--- src/rtl/assert_macros.svh ---
// Assertion macros shared by the route table RTL.
// Depends on nothing; define SYNTH to compile the checks away.
`ifndef ASSERT_MACROS_SVH
`define ASSERT_MACROS_SVH

`ifndef SYNTH

// Same-cycle implication, disabled during reset.
`define ASSERT_IMP(lbl, clk, rst, ante, cons) \
  lbl: assert property (@(posedge clk) disable iff (rst) (ante) |-> (cons)) \
    else $error("same-cycle implication check failed");

// Next-cycle implication, disabled during reset.
`define ASSERT_NXT(lbl, clk, rst, ante, cons) \
  lbl: assert property (@(posedge clk) disable iff (rst) (ante) |=> (cons)) \
    else $error("next-cycle implication check failed");

`else

`define ASSERT_IMP(lbl, clk, rst, ante, cons)
`define ASSERT_NXT(lbl, clk, rst, ante, cons)

`endif

`endif

--- src/rtl/dvrt_pkg.sv ---
// Shared types and constants of the distance-vector route table.
// Depends on nothing; every other file but assert_macros.svh imports it.
package dvrt_pkg;

  // Table geometry and field widths.
  localparam int NodeCount   = 64;
  localparam int LinkCount   = 16;
  localparam int DistBits    = 16;
  localparam int DestBits    = $clog2(NodeCount);
  localparam int LinkBits    = $clog2(LinkCount);
  localparam int SelfIdBits  = 6;
  localparam int PDataBits   = 32;
  localparam int CfgAddrBits = 3;

  // All-ones distance stands for infinity.
  localparam logic [DistBits-1:0] DistInf = {DistBits{1'b1}};

  // Register index of the configuration port (byte address divided by four).
  localparam logic REG_SELF_ID = 1'b0;

  typedef enum logic [1:0] {
    OP_ESTABLISH  = 2'd0,
    OP_MERGE      = 2'd1,
    OP_LOOKUP     = 2'd2,
    OP_RESET_DIST = 2'd3
  } opcode_t;

  typedef logic [DestBits-1:0]   dest_t;
  typedef logic [LinkBits-1:0]   link_t;
  typedef logic [DistBits-1:0]   dist_t;
  typedef logic [SelfIdBits-1:0] self_id_t;

  // One request transaction.
  typedef struct packed {
    opcode_t opcode;
    dest_t   dest;
    link_t   link_id;
    dist_t   link_weight;
    dist_t   nbr_distance;
  } item_t;

  // Stored route of one destination.
  typedef struct packed {
    link_t link;
    dist_t distance;
  } route_t;

  // Write command toward the route memory.
  typedef struct packed {
    logic   en;
    dest_t  addr;
    route_t data;
  } route_wr_t;

  // One response transaction.
  typedef struct packed {
    logic  found;
    link_t route_link;
    dist_t route_distance;
    logic  updated;
  } result_t;

endpackage

--- src/rtl/dvrt_channels.sv ---
// Valid/ready channel interfaces for requests and responses of the route table.
// Depends on dvrt_pkg.
interface dvrt_req_if;
  import dvrt_pkg::*;

  logic    valid;
  logic    ready;
  opcode_t opcode;
  dest_t   dest;
  link_t   link_id;
  dist_t   link_weight;
  dist_t   nbr_distance;

  modport source (output valid, opcode, dest, link_id, link_weight, nbr_distance,
                  input ready);
  modport sink (input valid, opcode, dest, link_id, link_weight, nbr_distance,
                output ready);
endinterface

interface dvrt_rsp_if;
  import dvrt_pkg::*;

  logic  valid;
  logic  ready;
  logic  found;
  link_t route_link;
  dist_t route_distance;
  logic  updated;

  modport source (output valid, found, route_link, route_distance, updated,
                  input ready);
  modport sink (input valid, found, route_link, route_distance, updated,
                output ready);
endinterface

--- src/rtl/dvrt_apb_regs.sv ---
// APB-style configuration register block holding this node's id.
// Depends on dvrt_pkg.
module dvrt_apb_regs (
  input  logic                                clk,
  input  logic                                rst,
  input  logic                                psel,
  input  logic                                penable,
  input  logic                                pwrite,
  input  logic [dvrt_pkg::CfgAddrBits-1:0]    paddr,
  input  logic [dvrt_pkg::PDataBits-1:0]      pwdata,
  output logic [dvrt_pkg::PDataBits-1:0]      prdata,
  output logic                                pready,
  output dvrt_pkg::self_id_t                  self_id
);
  import dvrt_pkg::*;

  logic reg_index;
  logic wr_fire;

  // The register index is the word address; the byte offset is ignored.
  assign reg_index = paddr[CfgAddrBits-1];
  assign wr_fire   = psel && penable && pwrite && pready;
  assign pready    = 1'b1;

  // Register write on the access phase.
  always_ff @(posedge clk) begin
    if (rst) begin
      self_id <= '0;
    end else if (wr_fire && (reg_index == REG_SELF_ID)) begin
      self_id <= pwdata[SelfIdBits-1:0];
    end
  end

  // Read data mux; unmapped addresses read as zero.
  always_comb begin
    prdata = '0;
    if (reg_index == REG_SELF_ID) begin
      prdata = {{(PDataBits-SelfIdBits){1'b0}}, self_id};
    end
  end
endmodule

--- src/rtl/dvrt_route_mem.sv ---
// Route memory: one link and distance per destination, one write and one read port.
// Depends on dvrt_pkg. Read data is registered and bypasses a same-cycle write.
module dvrt_route_mem (
  input  logic                clk,
  input  logic                rd_en,
  input  dvrt_pkg::dest_t     rd_addr,
  output dvrt_pkg::route_t    rd_data,
  input  dvrt_pkg::route_wr_t wr
);
  import dvrt_pkg::*;

  route_t mem [NodeCount];

  // Write port, and registered read with write-through forwarding so that a
  // transaction read at the same edge as the previous one's write sees it.
  always_ff @(posedge clk) begin
    if (wr.en) begin
      mem[wr.addr] <= wr.data;
    end
    if (rd_en) begin
      if (wr.en && (wr.addr == rd_addr)) begin
        rd_data <= wr.data;
      end else begin
        rd_data <= mem[rd_addr];
      end
    end
  end
endmodule

--- src/rtl/dvrt_relax.sv ---
// Update logic: decides the table write and the response for one request.
// Depends on dvrt_pkg. Purely combinational, sits between the request and result registers.
module dvrt_relax (
  input  logic                go,
  input  dvrt_pkg::item_t     item,
  input  logic                present,
  input  logic                stale,
  input  dvrt_pkg::route_t    stored,
  input  dvrt_pkg::self_id_t  self_id,
  output dvrt_pkg::route_wr_t wr,
  output dvrt_pkg::result_t   res
);
  import dvrt_pkg::*;

  logic [DistBits:0] sum_full;
  dist_t             sum;
  dist_t             cur_dist;
  logic              do_write;
  dist_t             new_dist;

  // Path cost through the neighbor, saturated at infinity.
  assign sum_full = {1'b0, item.link_weight} + {1'b0, item.nbr_distance};
  assign sum      = sum_full[DistBits] ? DistInf : sum_full[DistBits-1:0];

  // A stale entry compares as infinitely far.
  assign cur_dist = stale ? DistInf : stored.distance;

  // Decide whether the entry is rewritten and with which distance.
  always_comb begin
    do_write = 1'b0;
    new_dist = item.link_weight;
    unique case (item.opcode)
      OP_ESTABLISH: begin
        do_write = 1'b1;
        new_dist = item.link_weight;
      end
      OP_MERGE: begin
        do_write = (item.dest != self_id) && (!present || (cur_dist > sum));
        new_dist = sum;
      end
      OP_LOOKUP, OP_RESET_DIST: begin
        do_write = 1'b0;
      end
      default: begin
        do_write = 1'b0;
      end
    endcase
  end

  assign wr.en            = go && do_write;
  assign wr.addr          = item.dest;
  assign wr.data.link     = item.link_id;
  assign wr.data.distance = new_dist;

  // Response describes the entry as it stands after this request.
  always_comb begin
    res.updated = do_write;
    if (do_write) begin
      res.found          = 1'b1;
      res.route_link     = item.link_id;
      res.route_distance = new_dist;
    end else if (present) begin
      res.found          = 1'b1;
      res.route_link     = stored.link;
      res.route_distance = (stale || (item.opcode == OP_RESET_DIST)) ? DistInf : stored.distance;
    end else begin
      res.found          = 1'b0;
      res.route_link     = '0;
      res.route_distance = DistInf;
    end
  end
endmodule

--- src/rtl/distance_vector_route_table.sv ---
// Distance-vector route table: 64 destinations, each with a present flag, a stale
// flag, an outgoing link and a 16-bit distance (all ones is infinity). It takes one
// request transaction per clock cycle unless the response channel stalls, and returns
// one response per request, in order. A request is registered together with a read of
// the route memory at its destination; then the update logic relaxes the entry
// (establish, merge, lookup or reset distances), writes the memory and loads the
// response register, so throughput is one transaction per cycle while the response
// channel accepts; the route memory read path forwards the previous write. Present and
// stale flags live in flip-flops and reset clears them at once, so the block is ready
// right after reset with no clearing pass; a reset distances request marks every entry
// stale. The node id sits in an APB register at byte address 0; the user must write it
// only while the block is idle, which the block itself does not enforce.
// Depends on dvrt_pkg, dvrt_channels, dvrt_apb_regs, dvrt_route_mem, dvrt_relax.
`include "assert_macros.svh"

module distance_vector_route_table (
  input  logic                             clk,
  input  logic                             rst,
  input  logic                             psel,
  input  logic                             penable,
  input  logic                             pwrite,
  input  logic [dvrt_pkg::CfgAddrBits-1:0] paddr,
  input  logic [dvrt_pkg::PDataBits-1:0]   pwdata,
  output logic [dvrt_pkg::PDataBits-1:0]   prdata,
  output logic                             pready,
  dvrt_req_if.sink                         req,
  dvrt_rsp_if.source                       rsp
);
  import dvrt_pkg::*;

  self_id_t              self_id;
  logic                  s1_valid;
  item_t                 s1_item;
  logic                  s1_move;
  logic                  accept;
  route_t                rd_data;
  route_wr_t             wr;
  result_t               res;
  logic                  out_valid;
  result_t               out_res;
  logic [NodeCount-1:0]  present_q;
  logic [NodeCount-1:0]  stale_q;

  // Configuration registers.
  dvrt_apb_regs u_regs (
    .clk     (clk),
    .rst     (rst),
    .psel    (psel),
    .penable (penable),
    .pwrite  (pwrite),
    .paddr   (paddr),
    .pwdata  (pwdata),
    .prdata  (prdata),
    .pready  (pready),
    .self_id (self_id)
  );

  // Handshake: the request stage advances when the response register is free.
  assign s1_move   = s1_valid && (!out_valid || rsp.ready);
  assign req.ready = !s1_valid || s1_move;
  assign accept    = req.valid && req.ready;

  // Route memory, read at the destination of the incoming transaction.
  dvrt_route_mem u_mem (
    .clk     (clk),
    .rd_en   (accept),
    .rd_addr (req.dest),
    .rd_data (rd_data),
    .wr      (wr)
  );

  // Relaxation and response logic for the registered request.
  dvrt_relax u_relax (
    .go      (s1_move),
    .item    (s1_item),
    .present (present_q[s1_item.dest]),
    .stale   (stale_q[s1_item.dest]),
    .stored  (rd_data),
    .self_id (self_id),
    .wr      (wr),
    .res     (res)
  );

  // Request stage control.
  always_ff @(posedge clk) begin
    if (rst) begin
      s1_valid <= 1'b0;
    end else if (accept) begin
      s1_valid <= 1'b1;
    end else if (s1_move) begin
      s1_valid <= 1'b0;
    end
  end

  // Request stage payload.
  always_ff @(posedge clk) begin
    if (accept) begin
      s1_item.opcode       <= req.opcode;
      s1_item.dest         <= req.dest;
      s1_item.link_id      <= req.link_id;
      s1_item.link_weight  <= req.link_weight;
      s1_item.nbr_distance <= req.nbr_distance;
    end
  end

  // Present and stale flags of every destination.
  always_ff @(posedge clk) begin
    if (rst) begin
      present_q <= '0;
      stale_q   <= '0;
    end else if (s1_move) begin
      if (s1_item.opcode == OP_RESET_DIST) begin
        stale_q <= '1;
      end else if (wr.en) begin
        present_q[wr.addr] <= 1'b1;
        stale_q[wr.addr]   <= 1'b0;
      end
    end
  end

  // Response register control.
  always_ff @(posedge clk) begin
    if (rst) begin
      out_valid <= 1'b0;
    end else if (s1_move) begin
      out_valid <= 1'b1;
    end else if (rsp.ready) begin
      out_valid <= 1'b0;
    end
  end

  // Response register payload.
  always_ff @(posedge clk) begin
    if (s1_move) begin
      out_res <= res;
    end
  end

  assign rsp.valid          = out_valid;
  assign rsp.found          = out_res.found;
  assign rsp.route_link     = out_res.route_link;
  assign rsp.route_distance = out_res.route_distance;
  assign rsp.updated        = out_res.updated;

  // A reset distances transaction leaves every entry stale.
  `ASSERT_NXT(a_reset_all_stale, clk, rst, s1_move && (s1_item.opcode == OP_RESET_DIST), &stale_q)
  // A table write leaves its entry present and fresh.
  `ASSERT_NXT(a_write_fresh, clk, rst, wr.en, present_q[$past(wr.addr)] && !stale_q[$past(wr.addr)])
  // An updated response always reports a found entry.
  `ASSERT_IMP(a_updated_found, clk, rst, rsp.valid && rsp.updated, rsp.found)
  // A missing entry reports link zero at infinite distance.
  `ASSERT_IMP(a_miss_fields, clk, rst, rsp.valid && !rsp.found, (rsp.route_link == '0) && (rsp.route_distance == DistInf))
endmodule

--- src/flat_wrapper.sv ---
// flat-port wrapper written by rule: the top's interface ports become plain ports
module distance_vector_route_table_flat import dvrt_pkg::*;
  (clk, rst, psel, penable, pwrite, paddr, pwdata, prdata, pready, req_valid, req_opcode, req_dest, req_link_id, req_link_weight, req_nbr_distance, req_ready, rsp_valid, rsp_found, rsp_route_link, rsp_route_distance, rsp_updated, rsp_ready);
  dvrt_req_if req_i ();
  dvrt_rsp_if rsp_i ();
  input  logic clk;
  input  logic rst;
  input  logic psel;
  input  logic penable;
  input  logic pwrite;
  input  logic [dvrt_pkg::CfgAddrBits-1:0] paddr;
  input  logic [dvrt_pkg::PDataBits-1:0] pwdata;
  output logic [dvrt_pkg::PDataBits-1:0] prdata;
  output logic pready;
  input wire logic [$bits(req_i.valid)-1:0] req_valid;
  input wire logic [$bits(req_i.opcode)-1:0] req_opcode;
  input wire logic [$bits(req_i.dest)-1:0] req_dest;
  input wire logic [$bits(req_i.link_id)-1:0] req_link_id;
  input wire logic [$bits(req_i.link_weight)-1:0] req_link_weight;
  input wire logic [$bits(req_i.nbr_distance)-1:0] req_nbr_distance;
  output wire logic [$bits(req_i.ready)-1:0] req_ready;
  output wire logic [$bits(rsp_i.valid)-1:0] rsp_valid;
  output wire logic [$bits(rsp_i.found)-1:0] rsp_found;
  output wire logic [$bits(rsp_i.route_link)-1:0] rsp_route_link;
  output wire logic [$bits(rsp_i.route_distance)-1:0] rsp_route_distance;
  output wire logic [$bits(rsp_i.updated)-1:0] rsp_updated;
  input wire logic [$bits(rsp_i.ready)-1:0] rsp_ready;
  assign req_i.valid = req_valid;
  assign req_i.opcode = req_opcode;
  assign req_i.dest = req_dest;
  assign req_i.link_id = req_link_id;
  assign req_i.link_weight = req_link_weight;
  assign req_i.nbr_distance = req_nbr_distance;
  assign req_ready = req_i.ready;
  assign rsp_valid = rsp_i.valid;
  assign rsp_found = rsp_i.found;
  assign rsp_route_link = rsp_i.route_link;
  assign rsp_route_distance = rsp_i.route_distance;
  assign rsp_updated = rsp_i.updated;
  assign rsp_i.ready = rsp_ready;
  distance_vector_route_table u_core (.clk(clk), .rst(rst), .psel(psel), .penable(penable), .pwrite(pwrite), .paddr(paddr), .pwdata(pwdata), .prdata(prdata), .pready(pready), .req(req_i), .rsp(rsp_i));
endmodule
--- config.mk ---
export PLATFORM = sky130hd
export DESIGN_NAME = distance_vector_route_table_flat
export DESIGN_NICKNAME = d
export VERILOG_FILES = /design/src/rtl/dvrt_pkg.sv /design/src/rtl/dvrt_channels.sv /design/src/rtl/dvrt_apb_regs.sv /design/src/rtl/dvrt_route_mem.sv /design/src/rtl/dvrt_relax.sv /design/src/rtl/distance_vector_route_table.sv /design/src/flat_wrapper.sv
export VERILOG_INCLUDE_DIRS = /design/src /design/src/rtl
export SDC_FILE = /design/constraint.sdc
export NUM_CORES = 2
export LEC_CHECK = 0
export BUFFER_PORTS_ARGS = -buffer_cell sky130_fd_sc_hd__buf_4
export CORE_MARGIN = 3
export CORE_UTILIZATION = 62
export DETAILED_ROUTE_END_ITERATION = 8
export HOLD_SLACK_MARGIN = 0.1
export PLACE_DENSITY_LB_ADDON = 0.1
export SYNTH_ARGS = -nofsm -noshare
export SYNTH_HDL_FRONTEND = slang
export SYNTH_SLANG_ARGS = --single-unit
--- constraint.sdc ---
create_clock -name clk -period 8.45 [get_ports clk]
set_clock_uncertainty 0.15 [all_clocks]
set_input_delay 1.69 -clock clk [delete_from_list [all_inputs] [get_ports clk]]
set_output_delay 1.69 -clock clk [all_outputs]
set_load 0.02 [all_outputs]
==> impl_metrics.json <==
{
  "status": "finished, final reports clean",
  "grt_max_degree": 128,
  "die_w_um": 316,
  "tritoncts": "yes",
  "yosys_warnings": 0,
  "min_from": "u_core.present_q[23]",
  "clkPwrFrac": 0.407,
  "pin_count": 143,
  "drive_gt1_frac": 0.296,
  "hold_end": "u_core.present_q[23]",
  "synthCells": 2984,
  "clock_latency_ns": 0.75,
  "cp-end-kind": "flip-flop",
  "power_uw": 15700,
  "ir_drop_v": 0.000198,
  "core-area_um2": 95200,
  "synth_xor_area_frac": 0.00367,
  "design_area_um2": 66900,
  "syn_avg_cell_area_um2": 20.0,
  "grt_pass1_vias": 30359,
  "synth-simple-area-share": 0.0310,
  "seq_area_um2": 43700,
  "muxShareOfSynthArea": 0.171,
  "synth_fa_ha_area_frac": 0.00705,
  "vias": 30600,
  "fmax_mhz": 136,
  "wire_per_inst_um": 30.9,
  "seq_area_frac_synth": 0.734,
  "synth-compound-area-share": 0.0342,
  "r2r-start": "u_core.s1_item[36]",
  "multi_input_comb_area_um2": 15000,
  "cp_max_fo": 17,
  "finalHoldViolCount": 0,
  "p_leak_uw": 0.0216,
  "numCtsBuffers": 151,
  "rr_worst_depth": 17,
  "ff2ff_setup_slack_ns": 1.09,
  "setup_tns_ns": 0,
  "ys_types": 68,
  "fill_cells": 5710,
  "grtUsageTotal": 0.289,
  "place_area_um2": 62200,
  "p_int_uw": 12300,
  "cp.required_ns": 8.72,
  "layout_min_cycle_time_ns": 7.36,
  "synthFlopType": "edfxtp_1",
  "fin_util": 0.703,
  "io_buffers": 87,
  "root_buffer": "clkbuf_16",
  "clk_pin_slew_ns": 0.06,
  "power_switching_uw": 3410,
  "ctsResizeCount": 0,
  "rows": 113,
  "dp.cells": 4290,
  "synth-seq-cells": 1502,
  "drc": 0,
  "clockBufferDepth": 3,
  "tightest_slew_ns": 1.41,
  "synthToLayoutAreaGrowth_pct": 12.3,
  "final_antenna_net_count": 0,
  "layout.nets": 3297,
  "postCtsHoldBufs": 0,
  "initial_core_util": 0.626,
  "wirelength_um": 141000,
  "grt_pass1_wl_um": 206000,
  "rsz0062_at_grt": "false",
  "max_stage_delay_ns": 0.86,
  "firstDrtPassIters": 6,
  "seq_power_share": 0.527,
  "final.period_utilization": 0.871,
  "hpwl_um": 81700,
  "die_h_um": 316,
  "crit_chain": "buf_4 -> mux4_2 -> a221oi_1 -> o22ai_1 -> a221oi_2 -> nand3_1 -> or2_2 -> ha_1 -> nand4_1 -> or4_1 -> o221a_2 -> o31a_1 -> a21o_1 -> clkinv_2 -> nand2_2 -> nor2_2 -> buf_4",
  "viasPerCell": 6.71,
  "min_path_cells": 1,
  "antenna_found_initial": 6,
  "cts.sinks": 1502,
  "power.share.switching": 0.217,
  "slew_headroom": 0.0556,
  "cp_common_cell": "buf_4",
  "dieArea_um2": 99900,
  "combPwrFrac": 0.067,
  "slowest_stage": "edfxtp_1",
  "syn-cell-area_um2": 59600,
  "powerDensity_nw_per_um2": 235,
  "r2r_end": "u_core.u_mem.mem[33][16]",
  "htreeDepth": 4,
  "hold_path_class": "reg -> reg",
  "async_flop_share": 0,
  "synth-edff-count": 1366,
  "maxCapViolCount": 0,
  "grt_remaining_overflow": 0,
  "cts_setup_buffers": 0,
  "synth_top_family_by_area": "multiplexers",
  "path_class": "reg -> reg",
  "setup_violations": 0,
  "drt_iter0_drc": 3544,
  "critPathArrivalTime_ns": 7.63,
  "gp_congestion": 0.850,
  "cp-start-kind": "flip-flop",
  "maxSlewViolCount": 0,
  "stdcell_count": 4561
}
[worst max-delay path by stage]
stage	startpoint	endpoint	cells past startpoint
4_1_cts	u_core.s1_item[36]	u_core.u_mem.mem[33][16]	17
3_3_place_gp	u_core.s1_item[36]	u_core.u_mem.mem[33][4]	17
5_1_grt	u_core.s1_item[36]	u_core.u_mem.mem[33][16]	17
2_1_floorplan	u_core.s1_item[36]	u_core.u_mem.mem[16][0]	16
3_5_place_dp	u_core.s1_item[36]	u_core.u_mem.mem[33][6]	17
6_report	u_core.s1_item[36]	u_core.u_mem.mem[33][16]	17
[cell type report]
type	instances	share of cell area
clock inverters	73	0.00972
flip-flops and latches	1502	0.654
multi-input cells	1280	0.225
repair buffers	220	0.0261
diodes	4	0.000150
clock buffers	194	0.0608
inverters	23	0.00131
well taps	1265	0.0237
[cell families (layout without fill, tap and decap cells)]
logic type / after synthesis / after routing
adder cells (fa/ha/maj): 33 / 33
buffers and inverters: 227 / 510
other: 2 / 31
AO/OA/AOI/OAI: 325 / 325
flip-flops: 1502 / 1502
XOR/XNOR: 25 / 25
AND/OR/NAND/NOR: 395 / 395
multiplexers: 475 / 475
[synth_stat cells, types with 4 or more instances]
cell type,count,area share
buf_4,49,0.0062
clkbuf_1,96,0.0060
o2bb2ai_1,5,0.00073
mux2_2,20,0.0038
nor2b_1,11,0.0012
nor3_1,33,0.0028
a21o_1,7,0.00088
and2_1,8,0.00084
buf_2,40,0.0034
or3_1,5,0.00052
a31oi_1,61,0.0064
a22oi_1,9,0.0011
a221oi_1,8,0.0012
inv_1,20,0.0013
and3_1,6,0.00063
o21ai_0,27,0.0023
nand4_1,8,0.00084
mux2i_1,21,0.0035
mux4_2,430,0.16
or3b_2,5,0.00073
edfxtp_1,1366,0.69
mux2_4,4,0.0010
nand2_1,75,0.0047
o22ai_1,9,0.00094
ha_1,32,0.0067
buf_1,12,0.00076
nand3b_1,9,0.0011
a22o_1,25,0.0037
or2_2,16,0.0017
nor2_1,178,0.011
o21a_1,20,0.0025
nand3_1,13,0.0011
nand2b_1,6,0.00063
xor2_1,9,0.0013
xnor2_1,16,0.0024
buf_6,7,0.0013
dfxtp_1,136,0.046
nand2_2,5,0.00052
a21oi_1,131,0.011
nor3_2,6,0.0010
[worst max-delay path: cells and delay by family, from the launching register on]
family / cells / cell delay, ns
AND/OR/NAND/NOR: 6 / 2.52
buffers and inverters: 3 / 0.86
adder cells (fa/ha/maj): 1 / 0.32
flip-flops: 1 / 0.86
AO/OA/AOI/OAI: 6 / 1.78
multiplexers: 1 / 0.52
[layer usage]
metal | vias up | wire, um | global-route usage
li1 | 12657 | - | -
met1 | 15978 | 55600 | 0.420
met2 | 1697 | 66900 | 0.442
met3 | 266 | 13700 | 0.0654
met4 | 2 | 4850 | 0.103
met5 | - | 13 | 0
[power groups by stage]
stage	logic (uW)	clock network, uW	registers (uW)
after global routing	1120	6790	8280
after detailed placement	1050	0	8440
after CTS	1050	6500	8280
after floorplan	665	0	8440
final	1050	6390	8280
after global placement	1020	0	8430
[flip-flops by register name, summed over array words and instances (netlist names)]
signal	count
u_core.present_q	64
u_core.rsp.found	1
u_core.rsp.route_distance	16
u_core.rsp.route_link	4
u_core.rsp.updated	1
u_core.rsp.valid	1
u_core.s1_item	44
u_core.s1_valid	1
u_core.stale_q	64
u_core.u_mem.mem	1280
u_core.u_mem.rd_data	20
u_core.u_regs.self_id	6
[per-stage QoR]
| stage | worst slack, ns | hold WS, ns |
|---|---|---|
| 6_report | 1.09 | 0.315 |
| 5_1_grt | 0.741 | 0.337 |
| 4_1_cts | 1.06 | 0.316 |
| 3_5_place_dp | 1.10 | 0.300 |
| 3_3_place_gp | 1.11 | 0.291 |
| 2_1_floorplan | 2.20 | 0.279 |
[placed cells by master (no fill, tap or decap), drive strengths merged, types with 4 or more instances in the layout]
cell type,instances
edfxtp,1366
nand3,13
nor3,39
nand2b,6
or3b,5
o2bb2ai,5
buf,220
a22o,25
mux2,24
nor2b,11
nand2,80
nand4,8
mux2i,21
a221oi,9
clkinv,71
conb,27
o21a,20
nand3b,9
xor2,9
and2,8
inv,12
mux4,430
nor2,179
or3,5
clkbuf,194
a21o,7
ha,32
xnor2,16
o21ai,28
a21oi,131
o22ai,9
and3,6
a31oi,61
diode,4
a22oi,9
or2,16
dfxtp,136
bufinv,10
(Power assumes the default switching activity.)
